$ cat src/rtl/skcmt_pkg.sv
// ----------------------------------------------------------------------------
// Shortcut key match table package
// Shared types, codes and the modifier match function of the shortcut table.
// ----------------------------------------------------------------------------
package skcmt_pkg;

	// Default number of table entries.
	localparam int TABLE_DEPTH_DEF = 16;

	// Widths of the request and result fields.
	localparam int KEY_W   = 9;
	localparam int KIND_W  = 3;
	localparam int MODS_W  = 6;
	localparam int WIN_W   = 16;
	localparam int WORD_W  = 32;
	localparam int STAT_W  = 3;

	typedef enum logic [1:0] {
		OP_ADD       = 2'd0,
		OP_DELETE    = 2'd1,
		OP_TRANSLATE = 2'd2,
		OP_CLEAR     = 2'd3
	} op_t;

	// Result status codes.
	localparam logic [STAT_W-1:0] STAT_OK      = 3'd0;
	localparam logic [STAT_W-1:0] STAT_EXISTS  = 3'd1;
	localparam logic [STAT_W-1:0] STAT_FULL    = 3'd2;
	localparam logic [STAT_W-1:0] STAT_NOMATCH = 3'd3;
	localparam logic [STAT_W-1:0] STAT_OWNER   = 3'd4;

	// Message kinds of a translate request.
	localparam logic [KIND_W-1:0] KIND_KEYDOWN    = 3'd0;
	localparam logic [KIND_W-1:0] KIND_SYSKEYDOWN = 3'd1;
	localparam logic [KIND_W-1:0] KIND_CHAR       = 3'd2;
	localparam logic [KIND_W-1:0] KIND_SYSCHAR    = 3'd3;

	typedef struct packed {
		op_t                op;
		logic [KEY_W-1:0]   key;
		logic [KIND_W-1:0]  kind;
		logic [MODS_W-1:0]  mods;
		logic [WIN_W-1:0]   win;
		logic [WORD_W-1:0]  word;
		logic [WORD_W-1:0]  param;
	} req_t;

	typedef struct packed {
		logic [STAT_W-1:0]  status;
		logic               notify_valid;
		logic               notify_system;
		logic [WORD_W-1:0]  notify_word;
		logic [WORD_W-1:0]  notify_param;
	} res_t;

	// One stored table entry.
	typedef struct packed {
		logic [KEY_W-1:0]   key;
		logic [MODS_W-1:0]  mods;
		logic [WORD_W-1:0]  word;
		logic [WORD_W-1:0]  param;
	} entry_t;

	typedef enum logic [2:0] {
		S_IDLE,
		S_SCAN,
		S_SHIFT_RD,
		S_SHIFT_WR,
		S_RESP
	} state_t;

	// A group with both sides stored accepts either side; otherwise the pair must be equal.
	function automatic logic group_ok(input logic [1:0] stored, input logic [1:0] asked);
		if (stored == 2'b11) begin
			return |asked;
		end
		return stored == asked;
	endfunction

	function automatic logic mods_match(input logic [MODS_W-1:0] stored,
			input logic [MODS_W-1:0] asked);
		return group_ok(stored[1:0], asked[1:0]) && group_ok(stored[3:2], asked[3:2])
			&& group_ok(stored[5:4], asked[5:4]);
	endfunction

endpackage

$ cat src/rtl/skcmt_req_if.sv
// ----------------------------------------------------------------------------
// Shortcut table request channel
// Valid/ready channel that carries one table request.
// ----------------------------------------------------------------------------
interface skcmt_req_if;
	logic        valid;
	logic        ready;
	logic [1:0]  operation;
	logic [8:0]  key;
	logic [2:0]  message_kind;
	logic [5:0]  modifiers;
	logic [15:0] window_id;
	logic [31:0] command_word;
	logic [31:0] command_param;

	modport source (
		output valid, operation, key, message_kind, modifiers, window_id,
			command_word, command_param,
		input  ready
	);
	modport sink (
		input  valid, operation, key, message_kind, modifiers, window_id,
			command_word, command_param,
		output ready
	);
endinterface

$ cat src/rtl/skcmt_rsp_if.sv
// ----------------------------------------------------------------------------
// Shortcut table response channel
// Valid/ready channel that carries one request result.
// ----------------------------------------------------------------------------
interface skcmt_rsp_if;
	logic        valid;
	logic        ready;
	logic [2:0]  status;
	logic        notify_valid;
	logic        notify_system;
	logic [31:0] notify_word;
	logic [31:0] notify_param;

	modport source (
		output valid, status, notify_valid, notify_system, notify_word, notify_param,
		input  ready
	);
	modport sink (
		input  valid, status, notify_valid, notify_system, notify_word, notify_param,
		output ready
	);
endinterface

$ cat src/rtl/skcmt_cfg_if.sv
// ----------------------------------------------------------------------------
// Shortcut table configuration channel
// Valid/ready write channel for the owner window register.
// ----------------------------------------------------------------------------
interface skcmt_cfg_if;
	logic        valid;
	logic        ready;
	logic [15:0] data;

	modport source (
		output valid, data,
		input  ready
	);
	modport sink (
		input  valid, data,
		output ready
	);
endinterface

$ cat src/rtl/skcmt_mem.sv
// ----------------------------------------------------------------------------
// Shortcut table entry memory
// One write port and one read port with registered read data.
// ----------------------------------------------------------------------------
module skcmt_mem #(
	parameter int DEPTH = skcmt_pkg::TABLE_DEPTH_DEF,
	parameter int AW    = 4
) (
	input  logic                 clk,
	input  logic                 wr_en,
	input  logic [AW-1:0]        wr_addr,
	input  skcmt_pkg::entry_t    wr_data,
	input  logic                 rd_en,
	input  logic [AW-1:0]        rd_addr,
	output skcmt_pkg::entry_t    rd_data
);

	skcmt_pkg::entry_t mem [DEPTH];

	always_ff @(posedge clk) begin
		if (wr_en) begin
			mem[wr_addr] <= wr_data;
		end
	end

	always_ff @(posedge clk) begin
		if (rd_en) begin
			rd_data <= mem[rd_addr];
		end
	end

endmodule

$ cat src/rtl/skcmt_ctrl.sv
// ----------------------------------------------------------------------------
// Shortcut table controller
// Walks the entry memory for lookups, appends entries and compacts on delete.
// ----------------------------------------------------------------------------
module skcmt_ctrl #(
	parameter int DEPTH = skcmt_pkg::TABLE_DEPTH_DEF,
	parameter int AW    = 4,
	parameter int CW    = 5
) (
	input  logic                 clk,
	input  logic                 arst_n,
	input  logic                 req_valid,
	output logic                 req_ready,
	input  skcmt_pkg::req_t      req,
	input  logic [15:0]          owner_window,
	input  logic                 out_free,
	output logic                 res_valid,
	output skcmt_pkg::res_t      res,
	output logic                 wr_en,
	output logic [AW-1:0]        wr_addr,
	output skcmt_pkg::entry_t    wr_data,
	output logic                 rd_en,
	output logic [AW-1:0]        rd_addr,
	input  skcmt_pkg::entry_t    rd_data
);

	// Entries sit oldest first at addresses 0 .. count-1; lookups walk downward
	// from the newest one.
	skcmt_pkg::state_t state_q, state_d;
	logic [CW-1:0]         count_q;
	skcmt_pkg::req_t       cur_q;
	logic [skcmt_pkg::KEY_W-1:0] key_q;
	logic [AW-1:0]         ptr_q;
	logic [CW-1:0]         left_q;
	logic                  inflight_s1;
	logic [AW-1:0]         addr_s1;
	logic [AW-1:0]         dest_q;
	skcmt_pkg::res_t       res_q;

	logic accept, early, hit, miss, full, shift_last;
	logic [CW-1:0] count_m1;

	assign accept   = req_valid && req_ready;
	assign early    = (req.op == skcmt_pkg::OP_CLEAR)
		|| ((req.op == skcmt_pkg::OP_TRANSLATE)
			&& ((req.win != owner_window) || (req.kind > skcmt_pkg::KIND_SYSCHAR)));
	assign hit      = inflight_s1 && (rd_data.key == key_q)
		&& skcmt_pkg::mods_match(rd_data.mods, cur_q.mods);
	assign miss     = !inflight_s1 && (left_q == '0);
	assign full     = count_q == CW'(DEPTH);
	assign count_m1 = count_q - CW'(1);
	assign shift_last = CW'(dest_q) == count_m1;

	// Next state.
	always_comb begin
		state_d = state_q;
		unique case (state_q)
			skcmt_pkg::S_IDLE: begin
				if (accept) begin
					state_d = early ? skcmt_pkg::S_RESP : skcmt_pkg::S_SCAN;
				end
			end
			skcmt_pkg::S_SCAN: begin
				if (hit) begin
					state_d = (cur_q.op == skcmt_pkg::OP_DELETE) ? skcmt_pkg::S_SHIFT_RD
						: skcmt_pkg::S_RESP;
				end else if (miss) begin
					state_d = skcmt_pkg::S_RESP;
				end
			end
			skcmt_pkg::S_SHIFT_RD: begin
				state_d = shift_last ? skcmt_pkg::S_RESP : skcmt_pkg::S_SHIFT_WR;
			end
			skcmt_pkg::S_SHIFT_WR: begin
				state_d = skcmt_pkg::S_SHIFT_RD;
			end
			skcmt_pkg::S_RESP: begin
				if (out_free) begin
					state_d = skcmt_pkg::S_IDLE;
				end
			end
			default: state_d = skcmt_pkg::S_IDLE;
		endcase
	end

	// Outputs and memory port controls.
	always_comb begin
		req_ready = 1'b0;
		res_valid = 1'b0;
		rd_en     = 1'b0;
		rd_addr   = ptr_q;
		wr_en     = 1'b0;
		wr_addr   = dest_q;
		wr_data   = rd_data;
		unique case (state_q)
			skcmt_pkg::S_IDLE: begin
				req_ready = 1'b1;
			end
			skcmt_pkg::S_SCAN: begin
				if (!hit && !miss && (left_q != '0)) begin
					rd_en = 1'b1;
				end
				if (miss && (cur_q.op == skcmt_pkg::OP_ADD) && !full) begin
					wr_en   = 1'b1;
					wr_addr = count_q[AW-1:0];
					wr_data = '{key: cur_q.key, mods: cur_q.mods, word: cur_q.word,
						param: cur_q.param};
				end
			end
			skcmt_pkg::S_SHIFT_RD: begin
				if (!shift_last) begin
					rd_en   = 1'b1;
					rd_addr = dest_q + AW'(1);
				end
			end
			skcmt_pkg::S_SHIFT_WR: begin
				wr_en = 1'b1;
			end
			skcmt_pkg::S_RESP: begin
				res_valid = out_free;
			end
			default: ;
		endcase
	end

	assign res = res_q;

	always_ff @(posedge clk or negedge arst_n) begin
		if (!arst_n) begin
			state_q     <= skcmt_pkg::S_IDLE;
			count_q     <= '0;
			inflight_s1 <= 1'b0;
		end else begin
			state_q     <= state_d;
			inflight_s1 <= rd_en && (state_q == skcmt_pkg::S_SCAN);
			if (accept && (req.op == skcmt_pkg::OP_CLEAR)) begin
				count_q <= '0;
			end else if (wr_en && (state_q == skcmt_pkg::S_SCAN)) begin
				count_q <= count_q + CW'(1);
			end else if ((state_q == skcmt_pkg::S_SHIFT_RD) && shift_last) begin
				count_q <= count_m1;
			end
		end
	end

	// Datapath registers.
	always_ff @(posedge clk) begin
		if (accept) begin
			cur_q  <= req;
			ptr_q  <= count_m1[AW-1:0];
			left_q <= count_q;
			if (req.op == skcmt_pkg::OP_TRANSLATE) begin
				key_q <= {(req.kind == skcmt_pkg::KIND_KEYDOWN)
					|| (req.kind == skcmt_pkg::KIND_SYSKEYDOWN), req.key[7:0]};
			end else begin
				key_q <= req.key;
			end
			res_q <= '{
				status: (req.op != skcmt_pkg::OP_TRANSLATE) ? skcmt_pkg::STAT_OK
					: ((req.win != owner_window) ? skcmt_pkg::STAT_OWNER
					: skcmt_pkg::STAT_NOMATCH),
				notify_valid: 1'b0,
				notify_system: 1'b0,
				notify_word: '0,
				notify_param: '0
			};
		end
		if (rd_en && (state_q == skcmt_pkg::S_SCAN)) begin
			ptr_q   <= ptr_q - AW'(1);
			left_q  <= left_q - CW'(1);
			addr_s1 <= ptr_q;
		end
		if (state_q == skcmt_pkg::S_SCAN) begin
			if (hit) begin
				dest_q <= addr_s1;
				unique case (cur_q.op)
					skcmt_pkg::OP_ADD: res_q.status <= skcmt_pkg::STAT_EXISTS;
					skcmt_pkg::OP_TRANSLATE: begin
						res_q.status        <= skcmt_pkg::STAT_OK;
						res_q.notify_valid  <= 1'b1;
						res_q.notify_system <= (cur_q.kind == skcmt_pkg::KIND_SYSKEYDOWN)
							|| (cur_q.kind == skcmt_pkg::KIND_SYSCHAR);
						res_q.notify_word   <= rd_data.word;
						res_q.notify_param  <= rd_data.param;
					end
					default: res_q.status <= skcmt_pkg::STAT_OK;
				endcase
			end else if (miss) begin
				if (cur_q.op == skcmt_pkg::OP_ADD) begin
					res_q.status <= full ? skcmt_pkg::STAT_FULL : skcmt_pkg::STAT_OK;
				end else begin
					res_q.status <= skcmt_pkg::STAT_NOMATCH;
				end
			end
		end
		if (state_q == skcmt_pkg::S_SHIFT_WR) begin
			dest_q <= dest_q + AW'(1);
		end
	end

endmodule

$ cat src/rtl/shortcut_key_match_table_top.sv
// ----------------------------------------------------------------------------
// Shortcut key match table
// Keyboard shortcut table with add, delete, clear and translate requests.
// ----------------------------------------------------------------------------
// Usage: requests arrive on the req channel and each one produces exactly one
// transaction on the rsp channel. The cfg channel writes the owner window; it
// is always ready and should only be written while no request is in flight.
// Timing: clear, and a translate refused for its owner or message kind, go
// straight to the response state once accepted. Add, delete and accepted
// translates walk the entry memory from the newest entry down, one read per
// cycle through the single read port, until a match or the oldest entry is
// read. A delete then compacts the entries newer than the removed one, each
// by a read and then a write back into the slot just below it.
// One request is worked at a time; the next is accepted once the previous
// result sits in the output register, even if the receiver has not taken it.
// Reset empties the table (the fill count goes to zero) and clears the owner
// window; no clearing pass is needed. When the receiver stalls, the finished
// result waits in the controller until the output register frees up.
// ----------------------------------------------------------------------------
module shortcut_key_match_table_top #(
	parameter int TABLE_DEPTH = skcmt_pkg::TABLE_DEPTH_DEF
) (
	input  logic         clk,
	input  logic         arst_n,
	skcmt_req_if.sink    req,
	skcmt_rsp_if.source  rsp,
	skcmt_cfg_if.sink    cfg
);

	// Address and fill count widths follow the table depth.
	localparam int AW = (TABLE_DEPTH > 1) ? $clog2(TABLE_DEPTH) : 1;
	localparam int CW = $clog2(TABLE_DEPTH + 1);

	logic [15:0]        owner_q;
	logic               out_valid_q;
	skcmt_pkg::res_t    out_q;
	skcmt_pkg::req_t    req_bus;
	skcmt_pkg::res_t    res;
	skcmt_pkg::entry_t  wr_data, rd_data;
	logic               res_valid, out_free, req_ready;
	logic               wr_en, rd_en;
	logic [AW-1:0]      wr_addr, rd_addr;

	// The owner register takes every write at once.
	assign cfg.ready = 1'b1;

	always_ff @(posedge clk or negedge arst_n) begin
		if (!arst_n) begin
			owner_q <= '0;
		end else if (cfg.valid) begin
			owner_q <= cfg.data;
		end
	end

	assign req_bus = '{op: skcmt_pkg::op_t'(req.operation), key: req.key,
		kind: req.message_kind, mods: req.modifiers, win: req.window_id,
		word: req.command_word, param: req.command_param};
	assign req.ready = req_ready;

	skcmt_mem #(
		.DEPTH (TABLE_DEPTH),
		.AW    (AW)
	) u_mem (
		.clk     (clk),
		.wr_en   (wr_en),
		.wr_addr (wr_addr),
		.wr_data (wr_data),
		.rd_en   (rd_en),
		.rd_addr (rd_addr),
		.rd_data (rd_data)
	);

	skcmt_ctrl #(
		.DEPTH (TABLE_DEPTH),
		.AW    (AW),
		.CW    (CW)
	) u_ctrl (
		.clk          (clk),
		.arst_n       (arst_n),
		.req_valid    (req.valid),
		.req_ready    (req_ready),
		.req          (req_bus),
		.owner_window (owner_q),
		.out_free     (out_free),
		.res_valid    (res_valid),
		.res          (res),
		.wr_en        (wr_en),
		.wr_addr      (wr_addr),
		.wr_data      (wr_data),
		.rd_en        (rd_en),
		.rd_addr      (rd_addr),
		.rd_data      (rd_data)
	);

	// Output register: free when empty or being drained this cycle.
	assign out_free = !out_valid_q || rsp.ready;

	always_ff @(posedge clk or negedge arst_n) begin
		if (!arst_n) begin
			out_valid_q <= 1'b0;
		end else if (res_valid) begin
			out_valid_q <= 1'b1;
		end else if (rsp.ready) begin
			out_valid_q <= 1'b0;
		end
	end

	always_ff @(posedge clk) begin
		if (res_valid) begin
			out_q <= res;
		end
	end

	assign rsp.valid         = out_valid_q;
	assign rsp.status        = out_q.status;
	assign rsp.notify_valid  = out_q.notify_valid;
	assign rsp.notify_system = out_q.notify_system;
	assign rsp.notify_word   = out_q.notify_word;
	assign rsp.notify_param  = out_q.notify_param;

endmodule
$ cat src/flat_wrapper.sv
// flat-port wrapper written by rule: the top's interface ports become plain ports
module shortcut_key_match_table_top_flat 
#(
	parameter int TABLE_DEPTH = skcmt_pkg::TABLE_DEPTH_DEF
)
  (clk, arst_n, req_valid, req_operation, req_key, req_message_kind, req_modifiers, req_window_id, req_command_word, req_command_param, req_ready, rsp_valid, rsp_status, rsp_notify_valid, rsp_notify_system, rsp_notify_word, rsp_notify_param, rsp_ready, cfg_valid, cfg_data, cfg_ready);
  skcmt_req_if req_i ();
  skcmt_rsp_if rsp_i ();
  skcmt_cfg_if cfg_i ();
  input  logic clk;
  input  logic arst_n;
  input wire logic [$bits(req_i.valid)-1:0] req_valid;
  input wire logic [$bits(req_i.operation)-1:0] req_operation;
  input wire logic [$bits(req_i.key)-1:0] req_key;
  input wire logic [$bits(req_i.message_kind)-1:0] req_message_kind;
  input wire logic [$bits(req_i.modifiers)-1:0] req_modifiers;
  input wire logic [$bits(req_i.window_id)-1:0] req_window_id;
  input wire logic [$bits(req_i.command_word)-1:0] req_command_word;
  input wire logic [$bits(req_i.command_param)-1:0] req_command_param;
  output wire logic [$bits(req_i.ready)-1:0] req_ready;
  output wire logic [$bits(rsp_i.valid)-1:0] rsp_valid;
  output wire logic [$bits(rsp_i.status)-1:0] rsp_status;
  output wire logic [$bits(rsp_i.notify_valid)-1:0] rsp_notify_valid;
  output wire logic [$bits(rsp_i.notify_system)-1:0] rsp_notify_system;
  output wire logic [$bits(rsp_i.notify_word)-1:0] rsp_notify_word;
  output wire logic [$bits(rsp_i.notify_param)-1:0] rsp_notify_param;
  input wire logic [$bits(rsp_i.ready)-1:0] rsp_ready;
  input wire logic [$bits(cfg_i.valid)-1:0] cfg_valid;
  input wire logic [$bits(cfg_i.data)-1:0] cfg_data;
  output wire logic [$bits(cfg_i.ready)-1:0] cfg_ready;
  assign req_i.valid = req_valid;
  assign req_i.operation = req_operation;
  assign req_i.key = req_key;
  assign req_i.message_kind = req_message_kind;
  assign req_i.modifiers = req_modifiers;
  assign req_i.window_id = req_window_id;
  assign req_i.command_word = req_command_word;
  assign req_i.command_param = req_command_param;
  assign req_ready = req_i.ready;
  assign rsp_valid = rsp_i.valid;
  assign rsp_status = rsp_i.status;
  assign rsp_notify_valid = rsp_i.notify_valid;
  assign rsp_notify_system = rsp_i.notify_system;
  assign rsp_notify_word = rsp_i.notify_word;
  assign rsp_notify_param = rsp_i.notify_param;
  assign rsp_i.ready = rsp_ready;
  assign cfg_i.valid = cfg_valid;
  assign cfg_i.data = cfg_data;
  assign cfg_ready = cfg_i.ready;
  shortcut_key_match_table_top #(.TABLE_DEPTH(TABLE_DEPTH)) u_core (.clk(clk), .arst_n(arst_n), .req(req_i), .rsp(rsp_i), .cfg(cfg_i));
endmodule
$ cat config.mk
export PLATFORM = sky130hd
export DESIGN_NAME = shortcut_key_match_table_top_flat
export DESIGN_NICKNAME = d
export VERILOG_FILES = /design/src/rtl/skcmt_pkg.sv /design/src/rtl/skcmt_req_if.sv /design/src/rtl/skcmt_rsp_if.sv /design/src/rtl/skcmt_cfg_if.sv /design/src/rtl/skcmt_mem.sv /design/src/rtl/skcmt_ctrl.sv /design/src/rtl/shortcut_key_match_table_top.sv /design/src/flat_wrapper.sv
export SDC_FILE = /design/constraint.sdc
export NUM_CORES = 2
export LEC_CHECK = 0
export BUFFER_PORTS_ARGS = -buffer_cell sky130_fd_sc_hd__buf_2
export CAP_MARGIN = 20
export CORE_MARGIN = 4
export CORE_UTILIZATION = 52
export DETAILED_ROUTE_END_ITERATION = 10
export PLACE_DENSITY = 0.73
export SLEW_MARGIN = 15
export SYNTH_ARGS = -nofsm -noshare
export SYNTH_HDL_FRONTEND = slang
export SYNTH_HIERARCHICAL = 1
export SYNTH_SLANG_ARGS = --single-unit
$ cat constraint.sdc
create_clock -name clk -period 14.05 [get_ports clk]
set_clock_uncertainty 0.1 [all_clocks]
set_input_delay 2.81 -clock clk [delete_from_list [all_inputs] [get_ports clk]]
set_output_delay 2.81 -clock clk [all_outputs]
set_load 0.02 [all_outputs]
# Yosys cells after proc, flatten, opt, wreduce, memory -nomap -nowiden
# Memory sizes are Yosys's and may differ from the RTL's. A register that Yosys moved wholly into a read port is not among the register bits.
# Cells that the tools add are included.
[word_totals] register_bits=274 in_bits=121 word_cells=154 n_memories=1 output_inout_bits=72 ram_bits=1264
[memory_table] name="u_core.u_mem.mem" words=16 word_bits=79 rd=1 rd_ports_with_merged_regs=1 wr=1 line_no="skcmt_mem.sv:18" rtl="skcmt_pkg::entry_t mem [DEPTH];"
[classes] reduce_logical=40 n_addsub=5 eq_ne=25 order_cmp=1 mux=56
[op_table] op="79-bit two-way mux" n=2
[op_table] op="69-bit two-way mux" n=2
[op_table] op="66-bit two-way mux" n=2
[op_table] op="4-bit two-way mux" n=9
[op_table] op="3-bit two-way mux" n=11
[op_table] op="5-bit two-way mux" n=5
[op_table] op="1-bit two-way mux" n=19
[op_table] op="16-bit != test" n=1
[op_table] op="1-bit logical AND" n=15
[op_table] op="3-bit case mux with 5 select lines" n=1
[op_table] op="2-bit equality test, second input constant" n=6
[op_table] op="5-bit by 1-bit subtractor with 5-bit output, second input constant" n=2
[op_table] op="3-bit by 1-bit equality test with 1-bit output, second input constant" n=3
[op_table] op="3-bit by 2-bit equality test with 1-bit output, second input constant" n=3
[op_table] op="9-bit equality test" n=1
[op_table] op="9-bit two-way mux" n=1
[op_table] op="2-bit nonzero test" n=4
[op_table] op="2-bit equality test" n=3
[op_table] op="3-bit logical NOT" n=2
[op_table] op="2-bit != test, second input constant" n=3
[op_table] op="2-bit OR reduction" n=3
[op_table] op="5-bit by 1-bit adder with 5-bit output, second input constant" n=1
[op_table] op="4-bit by 5-bit equality test with 1-bit output" n=1
[op_table] op="5-bit equality test, second input constant" n=1
[op_table] op="16 further kinds" n=26

# Longest topological paths before layout
[logic_depth] word_depth=13 ltp_mapped=14 mapped_depth_nobuf=11

# Cells and area by module
# Netlist, hierarchy kept.
[modules_own_cells] module="skcmt_mem" cells_per_inst=2028 area_each_um2=49673.9 instances=1 seq_area_each_um2=40328.7
[modules_own_cells] module="skcmt_ctrl" cells_per_inst=862 area_each_um2=7922.6 instances=1 seq_area_each_um2=4639.4
[modules_own_cells] module="shortcut_key_match_table_top" cells_per_inst=108 area_each_um2=2770.2 instances=1 seq_area_each_um2=2497.4

# Worst setup path after synthesis
# Ideal clock, no wire load.
[synth_path] path_kind="register to register" start="reg u_core.u_ctrl.left_q[0]" end="mem u_core/u_mem/mem[0][0] (netlist bit) (enable)" required_time_ps=13337 arrival_ps=7691 stages_incl_launch_ff=12 setup_ps=613 period_less_slack_ps=8404 n_path_buf=2 slack_ps=5646 cell_sequence="edfxtp_1 -> inv_1 -> ha_1 -> or4b_4 -> nor3_4 -> nand2_1 -> clkbuf_1 -> clkbuf_1 -> nand2_1 -> nand2_1 -> or3b_1 -> nor3_1"
[synth_between] elab_cells_between_ends=10 cone_classes="6 x mux; 4 x reduce/logical"
[synth_lines] item="start: declaration" line_no="skcmt_ctrl.sv:34" rtl="logic [CW-1:0] left_q;"
[synth_lines] item="start signal: assignment" line_no="skcmt_ctrl.sv:151" rtl="left_q <= count_q;"
[synth_lines] item="start signal: assignment" line_no="skcmt_ctrl.sv:170" rtl="left_q <= left_q - CW'(1);"
[synth_lines] item="5-bit logical NOT" line_no="skcmt_ctrl.sv:49" rtl="assign miss = !inflight_s1 && (left_q == '0);"
[synth_lines] item="1-bit logical AND" line_no="skcmt_ctrl.sv:49"
[synth_lines] item="1-bit logical AND (2 in a row)" line_no="skcmt_ctrl.sv:103" rtl="if (miss && (cur_q.op == skcmt_pkg::OP_ADD) && !full) begin"
[synth_lines] item="4-bit two-way mux" line_no="skcmt_ctrl.sv:103"
[synth_lines] item="4-bit two-way mux" line_no="skcmt_ctrl.sv:95" rtl="unique case (state_q)"
[synth_lines] item="named net u_core.wr_addr[2]" line_no="shortcut_key_match_table_top.sv:42" rtl="logic [AW-1:0] wr_addr, rd_addr;"
[synth_lines] item="end: declaration" line_no="skcmt_mem.sv:18"
# The timed path passes the listed nets, and every way through them passes these cells.

# Worst setup path after layout
[layout_path] start="reg u_core.u_ctrl.count_q[0]" end="mem u_core/u_mem/mem[3][70] (netlist bit) (enable)"
[layout_between] elab_cells_between_ends=9 cone_classes="1 x eq/ne; 6 x mux; 2 x reduce/logical"
[layout_lines] item="start: declaration" line_no="skcmt_ctrl.sv:30" rtl="logic [CW-1:0] count_q;"
[layout_lines] item="start signal: assignment" line_no="skcmt_ctrl.sv:139" rtl="count_q <= count_q + CW'(1);"
[layout_lines] item="start signal: assignment" line_no="skcmt_ctrl.sv:141" rtl="count_q <= count_m1;"
[layout_lines] item="5-bit equality test" line_no="skcmt_ctrl.sv:50" rtl="assign full = count_q == CW'(DEPTH);"
[layout_lines] item="1-bit logical NOT" line_no="skcmt_ctrl.sv:103"
[layout_lines] item="1-bit logical AND" line_no="skcmt_ctrl.sv:103"
[layout_lines] item="4-bit two-way mux *" line_no="skcmt_ctrl.sv:103"
[layout_lines] item="4-bit two-way mux *" line_no="skcmt_ctrl.sv:95"
[layout_lines] item="named net u_core.wr_addr[0]" line_no="shortcut_key_match_table_top.sv:42"
# The timed path passes the listed nets; every way through them passes the cells marked *.

==> flow_metrics.tcl <==
set metrics [dict create \
    fp.dieW_um 348.7 \
    post_cts_resized 0 \
    synth-warning-count 6 \
    gp_congestion 0.7789 \
    status "completed" \
    cts_sinks 1608 \
    min_path_type "reg -> reg" \
    instances_no_fill 4902 \
    synth_top_area_share_pct 75.26 \
    core_area_um2 114800 \
    wl_per_cell_um 28.08 \
    ctsLongestPathBuffers 3 \
    yosys-top-cells-count "edfxtp_1 (1,513), nand2_1 (470), mux4_2 (316)" \
    max_freq_mhz 166.8 \
    async_reset_ff_share_pct 1.617 \
    critical_path_arrival_ns 6.25 \
    grt_pass1_wl_um 202600 \
    drive_gt1_share_pct 25.55 \
    crit_chain "inv_1 > ha_1 > nor4bb_1 > nor3_1 > nand2_4 > buf_4 > nand2_1 > o21ai_0 > nand2_1 > nor2_4 > buf_4 > buf_4" \
    drc 0 \
    holdBufCountCts 0 \
    postSynthAreaPerCell_um2 20.14 \
    grt_max_degree 118 \
    dp_cells 4606 \
    rsz0062_at_grt "false" \
    std_cell_rows 124 \
    cts_tree "done" \
    synth.cell_area_um2 60370 \
    diodes 0 \
    synth_largest_area_cell "edfxtp_1" \
    cts_buffers 159 \
    post_drt_via_cell_ratio 6.105 \
    htree_levels 4 \
    drt_iter0_drc 4065 \
    drv_slew 0 \
    synth_cell_types 61 \
    synth_cells 2998 \
    p_leak_nw 22.70 \
    io_pins 193 \
    antenna_found_initial 0 \
    synthFlopType "edfxtp_1" \
    synthTopCellsByArea "edfxtp_1 (75%), mux4_2 (12%), nand2_1 (2.9%)" \
    grt_pass1_vias 30730 \
    cp.required_ns 14.31 \
    cpMostUsedCell "buf_4" \
    start_util_pct 52.58 \
    dr.pass1.iters 5 \
    synth_seq_cells 1608 \
    critical_path_class "reg -> reg" \
    dieArea_um2 121600 \
    path_max_fanout 51 \
    p_per_area_nw_per_um2 202.9 \
    final_nets 3383 \
    end_kind "register" \
    routed_wl_um 137600 \
    fp.dieH_um 348.7 \
    startpoint_type "register" \
    dp_hpwl_um 67590 \
    vias 29930 \
    cts_root_buf "clkbuf_16" \
    slowest_delay_ns 0.84 \
    post-cts-setup-buffers 0 \
    grt_overflow_total 0 \
    slew_headroom_pct 26.12 \
    cp_slowest_cell "buf_4" \
    area_growth_pct 13.35 \
    fin_crit_sh_pct 42.66 \
    syn_nets 3125 \
    ys_seq_area_share_pct 78.63 \
    grtUsageTotal_pct 22.76 \
    worstMarginPinSlew_ns 1.108 \
    ant_nets 0 \
    yosysMostFrequentCell "edfxtp_1" \
    min_period_ns 5.994 \
    setup_viol 0 \
    drv_cap 0 \
    synth_edf_count 1513 \
    clk_transition_reported_paths_ns 0.06 \
    io_buffers 191 \
    tns_ns 0 \
    ir_drop_v 0.0001398 \
    clkLatencyLatePin_ns 0.76 \
    hold_viol_final 0 \
]
[registers in the layout (all words and copies together), names as in the netlist]
register,cells
u_core/owner_q,16
u_core/rsp.notify_param,32
u_core/rsp.notify_system,1
u_core/rsp.notify_valid,1
u_core/rsp.notify_word,32
u_core/rsp.status,3
u_core/rsp.valid,1
u_core/u_ctrl/addr_s1,4
u_core/u_ctrl/count_q,5
u_core/u_ctrl/cur_q,83
u_core/u_ctrl/dest_q,4
u_core/u_ctrl/inflight_s1,1
u_core/u_ctrl/key_q,1
u_core/u_ctrl/left_q,5
u_core/u_ctrl/ptr_q,4
u_core/u_ctrl/res,69
u_core/u_ctrl/state_q,3
u_core/u_mem/mem,1264
u_core/u_mem/rd_data,79
[cells in the final DEF, fill, tap and decap left out, types with 26 or more instances in the layout]
cell type and instances:
dfrtp_1 26, clkinv_2 34, o21ai_0 69, a22oi_1 160
buf_4 58, nand2_1 467, buf_2 191, clkbuf_1 30
mux4_2 316, dfxtp_1 69, clkbuf_16 165, edfxtp_1 1513
[power breakdown]
part | switching [mW] | internal (mW)
Sequential | 0.180 | 6.23
Combinational | 2.00 | 1.17
Clock | 1.77 | 2.53
Total | 3.95 | 9.93
[kinds of logic (layout without fill, tap and decap cells)]
logic type | count (synthesis) | in the layout | synth area share (%)
fa+ha+maj | 6 | 6 | 0.1244
flops | 1608 | 1608 | 78.63
xor+xnor | 38 | 38 | 0.5513
buf+inv | 167 | 559 | 1.490
simple gates | 564 | 564 | 3.799
mux | 345 | 345 | 12.38
compound gates | 269 | 269 | 3.024
other cells | 1 | 1 | 0.006212
[worst max-delay path, delay by kind of cell, from the launching register on]
kind	cells	cell delay, ns
buffers and inverters	4	2.42
and+or+nand+nor	6	1.85
DFF	1	0.46
AOI/OAI and AO/OA	1	0.40
adders and majority gates	1	0.26
[through the flow]
stage / utilization, % / power (mW) / hold slack (ns) / worst slack [ns] / area, um^2
2_1_floorplan: - / 8.740 / 0.3081 / 5.646 / 60370
3_3_place_gp: 54.89 / 9.577 / 0.3129 / 8.099 / 63020
3_5_place_dp: 54.89 / 9.649 / 0.3163 / 8.045 / 63020
4_1_cts: 59.58 / 13.95 / 0.3301 / 7.990 / 68400
6_report: 59.60 / 13.88 / 0.3278 / 8.057 / 68430
5_1_grt: 59.60 / 14.44 / 0.3395 / 7.535 / 68430
[final timing paths]
check / startpoint / endpoint / slack (ns) / cells past startpoint
max in group asynchronous: arst_n / u_core/owner_q[10] / 11.50 / 1
worst max-delay path: u_core/u_ctrl/count_q[0] / u_core/u_mem/mem[3][70] / 8.06 / 12
worst min register to register: u_core/u_ctrl/res[59] / u_core/rsp.notify_word[27] / 0.33 / 0
worst max register to register: u_core/u_ctrl/count_q[0] / u_core/u_mem/mem[3][70] / 8.06 / 12
min in group asynchronous: arst_n / u_core/owner_q[0] / 1.95 / 1
worst min-delay path: u_core/u_ctrl/res[59] / u_core/rsp.notify_word[27] / 0.33 / 0
[routing by layer]
metal | track usage, % | up-vias | wire length, um
li1 | - | 12580 | -
met1 | 32.42 | 15530 | 54250
met2 | 36.50 | 1583 | 67070
met3 | 4.080 | 240 | 12690
met4 | 7.208 | 0 | 3625
met5 | 0 | - | 0
[final cells by class]
class                           instances  area, um^2
Sequential cell                      1608       47470
Clock buffer                          210        4448
Clock inverter                         85       934.6
Tap cell                             1512        1892
Multi-Input combinational cell       1223       12200
Inverter                               13       51.30
Fill cell                            7949       46380
Timing Repair Buffer                  251        1439
No activity file was read; power rests on OpenSTA's default activity.
